<file path="config.mk">
export PLATFORM = sky130hd
export DESIGN_NAME = shp_col_cell
export DESIGN_NICKNAME = d
export VERILOG_FILES = /design/src/assert_macros.svh /design/src/shp_pkg.sv /design/src/shp_col_cell.sv
export SDC_FILE = /design/constraint.sdc
export NUM_CORES = 1
export LEC_CHECK = 0
export BUFFER_PORTS_ARGS = -buffer_cell sky130_fd_sc_hd__clkbuf_2
export CELL_PAD_IN_SITES_DETAIL_PLACEMENT = 1
export CELL_PAD_IN_SITES_GLOBAL_PLACEMENT = 2
export CORE_MARGIN = 4
export CORE_UTILIZATION = 25
export DETAILED_ROUTE_END_ITERATION = 12
export PLACE_DENSITY = 0.84
export REMOVE_ABC_BUFFERS = 1
export SYNTH_ARGS = -nofsm -noshare
export SYNTH_HDL_FRONTEND = slang
export SYNTH_SLANG_ARGS = --single-unit
</file>
<file path="constraint.sdc">
create_clock -name clk -period 1.7 [get_ports clk]
set_input_delay 0 -clock clk [delete_from_list [all_inputs] [get_ports clk]]
set_output_delay 0 -clock clk [all_outputs]
set_load 0.02 [all_outputs]
</file>
<file path="src/assert_macros.svh">
// Assertion macros shared by the sharpening filter RTL
`ifndef ASSERT_MACROS_SVH
`define ASSERT_MACROS_SVH

// Expression must hold at every clock edge out of reset
`define ASSERT_ALWAYS(lbl, expr, msg) \
  lbl: assert property (@(posedge clk) disable iff (rst) (expr)) else $error(msg);

// Consequent must hold in the same cycle as the antecedent
`define ASSERT_IMPL(lbl, ante, cons, msg) \
  lbl: assert property (@(posedge clk) disable iff (rst) (ante) |-> (cons)) else $error(msg);

// Consequent must hold in the cycle after the antecedent
`define ASSERT_NEXT(lbl, ante, cons, msg) \
  lbl: assert property (@(posedge clk) disable iff (rst) (ante) |=> (cons)) else $error(msg);

`endif

</file>
<file path="src/shp_pkg.sv">
// Shared constants and types of the 3x3 sharpening filter
`default_nettype none

package shp_pkg;

  // Line store sizing
  localparam int LINE_BYTES = 4096;
  localparam int LINE_AW    = $clog2(LINE_BYTES);

  // Field widths
  localparam int PIX_W      = 8;
  localparam int LEN_W      = 13;
  localparam int HEIGHT_W   = 16;
  localparam int ROW_W      = HEIGHT_W + 1;
  localparam int COEF_W     = 8;
  localparam int CFG_IDX_W  = 3;
  localparam int CFG_DATA_W = 16;

  // Kernel arithmetic widths
  localparam int WIN_COLS   = 3;
  localparam int SUM_W      = PIX_W + 2;
  localparam int PROD_C_W   = COEF_W + PIX_W + 1;
  localparam int PROD_W     = COEF_W + SUM_W + 1;
  localparam int ACC_W      = PROD_W + 2;

  localparam logic [PIX_W-1:0] PIX_MAX = 8'd255;

  // Result queue
  localparam int FIFO_DEPTH = 8;
  localparam int FIFO_AW    = $clog2(FIFO_DEPTH);

  typedef enum logic [CFG_IDX_W-1:0] {
    REG_LINE_LENGTH  = 3'd0,
    REG_IMAGE_HEIGHT = 3'd1,
    REG_COEF_CENTER  = 3'd2,
    REG_COEF_EDGE    = 3'd3,
    REG_COEF_CORNER  = 3'd4
  } cfg_reg_t;

  typedef enum logic [0:0] {
    CMD_PIXEL = 1'b0,
    CMD_FLUSH = 1'b1
  } cmd_t;

  // One window column: older line, newer line, incoming byte
  typedef struct packed {
    logic [PIX_W-1:0] top;
    logic [PIX_W-1:0] mid;
    logic [PIX_W-1:0] bot;
  } col_t;

endpackage

`default_nettype wire

</file>
<file path="src/shp_col_cell.sv">
// One column cell of the 3x3 window: holds three bytes, takes its neighbour's on shift
`default_nettype none

module shp_col_cell
  import shp_pkg::*;
(
  input  logic           clk,
  input  logic           rst,
  input  logic           shift,
  input  col_t           col_in,
  output col_t           col,
  output logic [PIX_W:0] tb_sum
);

  // Advance the column by one place along the chain
  always_ff @(posedge clk) begin
    if (rst) begin
      col <= '0;
    end else if (shift) begin
      col <= col_in;
    end
  end

  // Sum of the upper and lower bytes, shared by edge and corner terms
  assign tb_sum = {1'b0, col.top} + {1'b0, col.bot};

endmodule

`default_nettype wire

</file>
======== Word-level counts from Yosys, hierarchy flattened ========
Cells that the tools add are included.
operators by class
  add/sub/neg operators ................... 1
  multiply operators ...................... 0
  div/mod/pow operators ................... 0
  magnitude comparators ................... 0
  equal/unequal tests ..................... 0
  shift-type cells ........................ 0
  multiplexer cells ....................... 0
  bitwise operators ....................... 0
  reductions and logical operators ........ 0
operator list
  cell                  number
  adder 8 x 8 -> 9 bit  1
word-level totals
  register bits ........................... 24
  bits in latches ......................... 0
  RAM bits ................................ 0
  ROM bits ................................ 0
  input port bits ......................... 27
  output and inout bits ................... 33
  logic and storage cells ................. 4
  memories kept ........................... 0

======== Logic depth before layout (Yosys ltp) ========
Gate-level depths: netlist of run 1.
  depth in word-level cells ............... 1
  mapped depth ............................ 6
  mapped depth without buffers ............ 6

======== Least setup slack after synthesis of run 1 ========
OpenSTA, ideal clock, no wires.
  kind .................................... register to output
  start point ............................. reg col[0] (netlist bit)
  end point ............................... out tb_sum[4]
  data arrival time ....................... 1624 ps
  data required time ...................... 1700 ps
  slack ................................... 76 ps
  stages on the path, launching flop included .. 6
  buffers on the path ..................... 0
  path through ............................ dfxtp_1 > ha_1 > fa_1 > a21oi_1 > o21bai_1 > xor2_1
between the ends
  word-level cells in the longest chain between the ends .. 1
ends and longest elaborated chain
  item                    RTL line            source
  start, declared         shp_col_cell.sv:11  output col_t col,
  start signal, assigned  shp_col_cell.sv:20  col <= col_in;
  adder 8 x 8 -> 9 bit    shp_col_cell.sv:25  assign tb_sum = {1'b0, col.top} + {1'b0, col.bot};
  end, declared           shp_col_cell.sv:12  output logic [PIX_W:0] tb_sum
Every way passes these cells.

======== Final worst setup path of run 1 ========
  start point ............................. reg col[20] (netlist bit)
  end point ............................... out tb_sum[5]
Same word-level chain as after synthesis.

==> run_results.csv, run 1 <==
group,metric,value,unit
clock_tree,cts_buffers,3,
global_route,grt_pass1_vias,1341,
timing,finalClockSkew,0,ns
timing,whs,-0.00432,ns
worst_setup_path,path_cells,"ha_4 > buf_4 > nor3_1 > a311o_1 > a311o_1 > buf_6",
placed_design,io_buffers,59,
global_route,grt_max_degree,25,
clock_tree,cts_tree,"yes",
layout,antenna_cells,0,
hold_path,min_to,"col[0]",
hold_path,hold_path.startpoint,"col_in[0]",
status,status,"complete, but fails checks",
layout,largest_reg_flops,24,
layout,syn2layout_area_growth,72.3,%
power,power_density,791,mW/mm2
placed_design,hpwlAfterDp,2700,um
layout,reg_top3,"col x24",
route,drt_iter0_markers,21,
timing,finalCritPeriodShare,1.06,
placed_design,routabilityCongestion,0.701,
floorplan,die_y,76.2,um
worst_setup_path,cp-end-kind,"output port",
synth,synth.distinct_cells,24,
clock_tree,cts.sinks,24,
timing,rsz0062_at_grt,"true",
timing,slew_viol_final,0,
timing,final.setup.worst_slack,-0.107,ns
worst_setup_path,arrival,1.81,ns
route,vias_per_cell,4.59,
timing,relSlewSlack,0.665,
hold_path,hold_path_class,"in -> reg",
route,ant_nets,0,
worst_setup_path,r2r_cells,3,
worst_setup_path,worst-setup-path-type,"reg -> out",
worst_setup_path,cp_slowest_cell,"dfxtp_4",
global_route,grt_usage,0.136,
floorplan,placementRows,24,
synth,synthCells,119,
timing,max_clock_freq,553,MHz
run,cap_violations,0,
layout,regMostFlops,"col",
route,wl,3880,um
placed_design,placed_area,0.00154,mm2
timing,setup_tns,-0.351,ns
worst_setup_path,r2r_slack,0.90,ns
synth,ys_ff_latch,24,
timing,worst_pin_slew,0.503,ns
timing,period_needed,1.81,ns
clock_tree,cts-root-buf,"clkbuf_8",
global_route,overflow,0,
layout,fillers,497,
clock_tree,htree_levels,1,
worst_setup_path,slowest_delay,0.36,ns
synth,yosysSeqAreaShare,0.413,
layout,final_cell_mix,"clkbuf_2, nor2_1, mux2i_1, dlygate4sd3_1, dfxtp_1",
synth,yosysWarnings,0,
layout,nNetsFinal,246,
clock_tree,clk_pin_slew,0.09,ns
layout,multiInputGateArea,741,um2
layout,final_area,0.00200,mm2
global_route,grt_pass1_wl,6510,um
worst_setup_path,crit_top_cell,"a311o_1",
synth,synth.largest_area_cell,"dfxtp_1",
power,irDropWorstVdd,389,uV
worst_setup_path,path_max_fanout,5,
worst_setup_path,startpoint_type,"flop",
layout,layout-drive-gt1-share,0.474,
layout,seqCellArea,502,um2
synth,yosys-top-cells-area,"dfxtp_1, mux2i_1, ha_1",
hold_path,min_path_cells,3,
timing,hold_viol,1,
floorplan,coreArea,0.00441,mm2
route,firstDrtPassIters,3,
clock_tree,clock_path_buffers,2,
worst_setup_path,worst_r2r_endpoint,"col[0]",
worst_setup_path,reg2reg_from,"col[0]",
floorplan,ios,60,
layout,final_common_cell,"clkbuf_2",
timing,setup_viol,6,
power,leakagePower,1.00,nW
placed_design,dp.cells,231,
route,vias,1198,
synth,syn_area_per_cell,9.77,um2
power,p_total,0.00158,W
route,wire_per_inst,14.9,um
floorplan,die_width,76.2,um
synth,synthDominantCellAreaShare,0.413,
layout,finalNonFillerCells,261,
floorplan,die_area,0.00580,mm2
status,violations,"negative hold slack, negative setup slack",
worst_setup_path,cp.required,1.70,ns
global_route,antenna_found_initial,0,
floorplan,start_util,0.263,
synth,synth_area,0.00116,mm2
clock_tree,insertion_delay,0.27,ns
route,drc,0,
critical path: cells and delay by family, from the launching register on:
family / cells / cell delay, ns
adder cells (fa/ha/maj): 1 / 0.26
flip-flops: 1 / 0.36
AO/OA/AOI/OAI: 2 / 0.57
buffers and inverters: 2 / 0.28
AND/OR/NAND/NOR: 1 / 0.06
routing by layer:
metal | up-vias | track usage | part of all wire
met4 | 0 | 0.0577 | 0.021
met2 | 45 | 0.246 | 0.52
li1 | 593 | - | -
met3 | 10 | 0.0272 | 0.053
met1 | 550 | 0.152 | 0.41
met5 | - | 0 | 0
cell type report:
cell class,count,share of cell area
Sequential cell,24,0.250
Inverter,3,0.00562
Clock inverter,1,0.0150
Timing Repair Buffer,91,0.306
Multi-Input combinational cell,87,0.370
Tap cell,52,0.0325
Clock buffer,3,0.0206
cell usage after synthesis (all sizes together):
cell / instances
dfxtp: 24
clkbuf: 2
o21bai: 1
ha: 8
a21oi: 5
buf: 3
a21o: 2
o21ai: 1
a2111oi: 1
mux2i: 25
nor3: 2
a221oi: 1
nand2: 3
nor2: 26
a311o: 2
nor4: 1
inv: 3
nand3: 2
nor2b: 2
xnor2: 2
xor2: 2
fa: 1
logic make-up after synthesis:
| logic type | after synthesis | share of synthesized area |
|---|---|---|
| xor+xnor | 4 | 0.0301 |
| compound gates | 13 | 0.0775 |
| buf+inv | 8 | 0.0334 |
| fa+ha+maj | 9 | 0.103 |
| mux | 25 | 0.215 |
| flops | 24 | 0.413 |
| simple gates | 36 | 0.127 |
report_power, final:
part	switching (W)	total, W	internal, W
sequential	0.0000314	0.000628	0.000597
combinational	0.000235	0.000447	0.000212
clock	0.000195	0.000510	0.000315
what timing repair did:
| item | 4_1_cts | 5_1_grt |
|---|---|---|
| setup buffers | 1 | 3 |
| cloned | 0 | 0 |
| pin swaps | 5 | 9 |
| hold buffers | 22 | 0 |
| endpoints found under the setup margin | 7 | 6 |
| gates resized for setup | 24 | 20 |
| endpoints found under the hold margin | 22 | 0 |
worst max path at each step:
stage	end	cells past startpoint	startpoint	slack (ns)
after floorplan	tb_sum[4]	5	col[0]	0.08
after global placement	tb_sum[6]	7	col[0]	0.05
after detailed placement	tb_sum[6]	7	col[0]	-0.003
after CTS	tb_sum[6]	7	col[16]	-0.16
after global routing	tb_sum[4]	7	col[0]	-0.18
final	tb_sum[5]	6	col[20]	-0.11
metrics by stage:
step / utilization / hold WS, ns / worst slack, ns
final: 0.454 / -0.00432 / -0.107
after global routing: 0.454 / 0.0169 / -0.179
after CTS: 0.439 / 0.00114 / -0.160
after detailed placement: 0.349 / 0.244 / -0.00294
after global placement: 0.349 / 0.234 / 0.0489
after floorplan: - / 0.0724 / 0.0757
(Power assumes the default switching activity.)
==> run 2, diff against run 1 <==
Settings changed: CELL_PAD_IN_SITES_GLOBAL_PLACEMENT 2 to 1, CORE_UTILIZATION 25 to 32, PLACE_DENSITY 0.84 to 0.85.
==> run 2 against run 1 <==
  * The flow finishes with violations (negative setup slack)
  * Combinational power up 4%
  * Maximum frequency down 4.1%
  * Global-route usage up 6.4 points
  * Core utilization up 12 points
  * First-iteration DRC count up 19%
  * Wire length up 16%
  * Sequential power up 0.8%
  * Via count up 4.0%
  * Critical path type unchanged
  * Critical endpoint is now tb_sum[6]
  * Largest cell class unchanged
  * Largest power group unchanged
==> run_results.csv, run 2 (synthesized netlist as in run 1, its figures left out) <==
group,metric,value,unit
route,firstDrtPassIters,4,
power,clkPwrFrac,0.215,
floorplan,ios,60,
floorplan,placementRows,21,
timing,final.setup.worst_slack,-0.184,ns
layout,final_cell_mix,"clkbuf_2, nor2_1, mux2i_1, dlygate4sd3_1, dfxtp_1",
placed_design,io_buffers,59,
route,drt_iter0_markers,25,
power,p_total,0.00140,W
power,p_sw_frac,0.323,
global_route,grt.busiest_layer,"met2",
clock_tree,cts_buffers,3,
worst_setup_path,cp.required,1.70,ns
global_route,grt_max_degree,25,
worst_setup_path,slowest_delay,0.38,ns
status,violations,"negative setup slack",
clock_tree,clk_pin_slew,0.14,ns
placed_design,placed_area,0.00152,mm2
clock_tree,insertion_delay,0.30,ns
timing,hold_viol,0,
timing,setup_viol,6,
clock_tree,cts.sinks,24,
layout,largest_reg_flops,24,
worst_setup_path,arrival,1.88,ns
run,cap_violations,0,
worst_setup_path,worst-setup-path-type,"reg -> out",
worst_setup_path,cp-end-kind,"output port",
layout,layout-drive-gt1-share,0.471,
layout,reg_top3,"col x24",
global_route,gr-usage-met1,0.203,
layout,regMostFlops,"col",
layout,syn2layout_area_growth,69.5,%
route,wire_per_inst,17.7,um
floorplan,die_area,0.00466,mm2
worst_setup_path,startpoint_type,"flop",
floorplan,die_width,68.3,um
global_route,grt_util_met2,0.397,
timing,period_needed,1.88,ns
route,ant_nets,0,
status,status,"complete, but fails checks",
timing,rsz0062_at_grt,"true",
power,power_density,709,mW/mm2
timing,relSlewSlack,0.672,
timing,finalClockSkew,0,ns
route,vias,1246,
timing,worst_pin_slew,0.493,ns
power,seq_power_share,0.453,
worst_setup_path,cp_slowest_cell,"fa_2",
power,p_switching,0.000452,W
layout,final_common_cell,"clkbuf_2",
layout,nNetsFinal,245,
route,drc,0,
global_route,grt_usage,0.200,
floorplan,start_util,0.340,
power,irDropWorstVdd,508,uV
global_route,overflow,0,
worst_setup_path,path_cells,"ha_4 > fa_2 > a21oi_2 > nor2_1 > nor2_2 > xnor2_1 > buf_4",
power,p_int,0.000946,W
power,leakagePower,0.977,nW
layout,utilization,0.577,
clock_tree,clock_path_buffers,2,
timing,max_clock_freq,531,MHz
clock_tree,htree_levels,1,
placed_design,pre_cts_ws,0.0297,ns
layout,final_area,0.00197,mm2
route,vias_per_cell,4.91,
floorplan,coreArea,0.00342,mm2
clock_tree,cts-root-buf,"clkbuf_4",
global_route,met3_usage,0.0443,
floorplan,die_y,68.3,um
global_route,antenna_found_initial,0,
global_route,grt_pass1_vias,1418,
layout,antenna_cells,0,
worst_setup_path,path_max_fanout,2,
route,wl,4510,um
placed_design,hpwlAfterDp,2810,um
clock_tree,cts_tree,"yes",
global_route,grt_pass1_wl,6880,um
hold_path,hold_path_class,"in -> reg",
placed_design,routabilityCongestion,0.808,
timing,finalCritPeriodShare,1.11,
timing,slew_viol_final,0,
power,p_comb_frac,0.331,
[run 2: power groups by stage]
stage               Clock [W]  Sequential [W]  Combinational (W)
finish               0.000301        0.000633           0.000463
global route         0.000343        0.000639           0.000498
CTS                  0.000315        0.000629           0.000432
detailed placement          0        0.000636           0.000352
global placement            0        0.000632           0.000337
floorplan                   0        0.000672           0.000163
[run 2: area by class of cell]
class,instances,area [um2]
clock buffer,4,36.3
sequential,24,497
fill,403,1450
timing repair buffer,90,611
multi-input combinational,87,758
inverter,3,11.3
tap,46,57.6
[run 2: metrics by stage]
step	instances	setup TNS, ns	hold slack (ns)
after global placement	223	0	0.236
after detailed placement	223	0	0.250
after floorplan	114	0	0.0724
after CTS	254	-0.784	0.186
final	254	-0.636	0.195
after global routing	254	-1.19	0.222
[run 2: routing by layer]
layer	share of wire	vias up
li1	-	590
met1	0.37	604
met2	0.55	44
met3	0.057	8
met4	0.019	0
met5	0	-
[run 2: final timing paths]
| kind | start | endpoint | slack (ns) | depth (start not counted) |
|---|---|---|---|---|
| worst max-delay path | col[0] | tb_sum[6] | -0.18 | 7 |
| worst min-delay path | rst | col[10] | 0.20 | 2 |
| worst max register to register | col[20] | col[20] | 0.81 | 3 |
| worst min register to register | col[11] | col[11] | 0.54 | 2 |
[run 2: what timing repair did]
action,4_1_cts,5_1_grt
setup buffers,3,0
setup endpoints to repair,7,7
hold endpoints to repair,24,0
gates resized for setup,23,23
pin swaps,5,8
hold buffers,24,0
[run 2: worst max-delay path: cells and delay by family, from the launching register on]
family,cells,cell delay (ns)
AO/OA/AOI/OAI,1,0.17
XOR/XNOR,1,0.13
adder cells (fa/ha/maj),2,0.55
buffers and inverters,1,0.17
flip-flops,1,0.36
AND/OR/NAND/NOR,2,0.19
==> run 3, diff against run 2 <==
Settings changed: CAP_MARGIN set to 20, CORE_UTILIZATION 32 to 33, CTS_BUF_LIST set to sky130_fd_sc_hd__clkbuf_4 sky130_fd_sc_hd__clkbuf_8, PLACE_DENSITY 0.85 to 0.87.
Clock period 1.7 ns to 1.8 ns, I/O delays scaled along.
==> run 3 against run 2 <==
  * The run still ends with negative setup slack left
  * Sequential power decreased by 6.3%
  * Clock skew stayed put
  * Die area is 2.7% lower
  * Largest cell class unchanged
  * Combinational power grew 2%
  * Non-clock buffer count grew 5
  * Register-to-register slack better by 0.14 ns
  * Total power is 3.7% lower
  * Cell count up 2.0%
==> run_results.csv, run 3 (synthesized netlist as in run 1, its figures left out) <==
group,metric,value,unit
status,status,"complete, but fails checks",
status,violations,"negative setup slack",
route,drc,0,
floorplan,coreArea,0.00336,mm2
route,drt_iter0_markers,25,
global_route,antenna_found_initial,0,
placed_design,dp.cells,221,
route,wl,4530,um
placed_design,pre_cts_ws,0.0660,ns
timing,period_needed,1.91,ns
timing,final.setup.worst_slack,-0.114,ns
route,wire_per_inst,17.5,um
layout,regMostFlops,"col",
layout,final_common_cell,"clkbuf_2",
power,leakagePower,1.02,nW
layout,finalNonFillerCells,259,
run,cap_violations,0,
timing,finalClockSkew,0,ns
route,firstDrtPassIters,4,
placed_design,routabilityCongestion,0.763,
timing,max_clock_freq,523,MHz
clock_tree,htree_levels,1,
clock_tree,clock_path_buffers,2,
route,ant_nets,0,
timing,hold_viol,0,
layout,layout-drive-gt1-share,0.502,
global_route,grt_usage,0.209,
clock_tree,cts-root-buf,"clkbuf_4",
worst_setup_path,cp.required,1.80,ns
power,power_density,650,mW/mm2
worst_setup_path,arrival,1.91,ns
layout,reg_top3,"col x24",
floorplan,ios,60,
layout,antenna_cells,0,
global_route,overflow,0,
worst_setup_path,path_max_fanout,2,
floorplan,die_y,67.4,um
worst_setup_path,worst-setup-path-type,"reg -> out",
floorplan,die_area,0.00454,mm2
placed_design,hpwlAfterDp,2570,um
worst_setup_path,startpoint_type,"flop",
timing,slew_viol_final,0,
timing,finalCritPeriodShare,1.06,
global_route,grt_max_degree,25,
layout,nNetsFinal,250,
power,p_total,0.00135,W
timing,worst_pin_slew,0.511,ns
floorplan,die_width,67.4,um
power,irDropWorstVdd,473,uV
clock_tree,cts.sinks,24,
clock_tree,cts_buffers,3,
layout,final_cell_mix,"clkbuf_2, mux2i_1, nor2_1, dlygate4sd3_1, buf_4",
timing,setup_viol,5,
global_route,grt_pass1_wl,7030,um
placed_design,placed_area,0.00150,mm2
timing,relSlewSlack,0.659,
clock_tree,insertion_delay,0.30,ns
clock_tree,clk_pin_slew,0.13,ns
global_route,grt_pass1_vias,1450,
hold_path,hold_path_class,"in -> reg",
floorplan,start_util,0.346,
route,vias,1269,
layout,final_area,0.00207,mm2
clock_tree,cts_tree,"yes",
layout,utilization,0.616,
placed_design,io_buffers,59,
worst_setup_path,cp-end-kind,"output port",
route,vias_per_cell,4.90,
layout,syn2layout_area_growth,78.1,%
timing,rsz0062_at_grt,"true",
layout,largest_reg_flops,24,
floorplan,placementRows,21,
[run 3: cell types whose count changed in the layout (fill, tap and decap cells not counted), sizes merged]
cell    change
buf         +3
clkbuf      +2
[run 3: final timing paths]
kind | startpoint | endpoint | slack, ns | cells after the start
worst max-delay path | col[0] | tb_sum[6] | -0.11 | 7
worst max register to register | col[5] | col[5] | 0.95 | 3
worst min-delay path | rst | col[23] | 0.21 | 2
worst min register to register | col[13] | col[13] | 0.54 | 2
[run 3: per-layer routing]
metal	vias to the layer above	track usage	wire, um
met3	14	0.0449	257
met2	48	0.418	2440
met1	605	0.215	1710
li1	602	-	-
met4	0	0.0557	122
met5	-	0	0
[run 3: timing repair]
| item | in CTS | in global routing |
|---|---|---|
| buffers inserted | 7 | 3 |
| resized for setup | 34 | 22 |
| hold endpoints to repair | 24 | 0 |
| pin swaps | 14 | 8 |
| endpoints found under the setup margin | 5 | 5 |
| hold buffers | 24 | 0 |
| cloned | 0 | 0 |
[run 3: report_power, final]
group | total, W | leakage, nW | switching [W] | internal (W)
registers | 0.000593 | 0.204 | 0.0000294 | 0.000563
clock network | 0.000281 | 0.0210 | 0.000158 | 0.000123
logic | 0.000472 | 0.795 | 0.000250 | 0.000222
total | 0.00135 | 1.02 | 0.000437 | 0.000908
[run 3: stage by stage]
step	setup TNS (ns)	hold WS, ns
after detailed placement	0	0.246
final	-0.193	0.214
after global routing	-0.602	0.234
after CTS	-0.355	0.187
after floorplan	0	0.0724
after global placement	0	0.234
[run 3: layout make-up]
type | count | area, um2
sequential | 24 | 505
tap | 46 | 57.6
inverter | 3 | 11.3
clock buffer | 4 | 36.3
timing repair buffer | 95 | 658
fill | 394 | 1290
multi-input combinational | 87 | 802
[run 3: worst max-delay path, cell delays in order (launching register included)]
cell     delay [ns]
dfxtp_4        0.38
ha_4           0.17
fa_2           0.39
a21oi_4        0.16
nor2_2         0.05
nor2_2         0.13
xnor2_1        0.15
buf_4          0.18
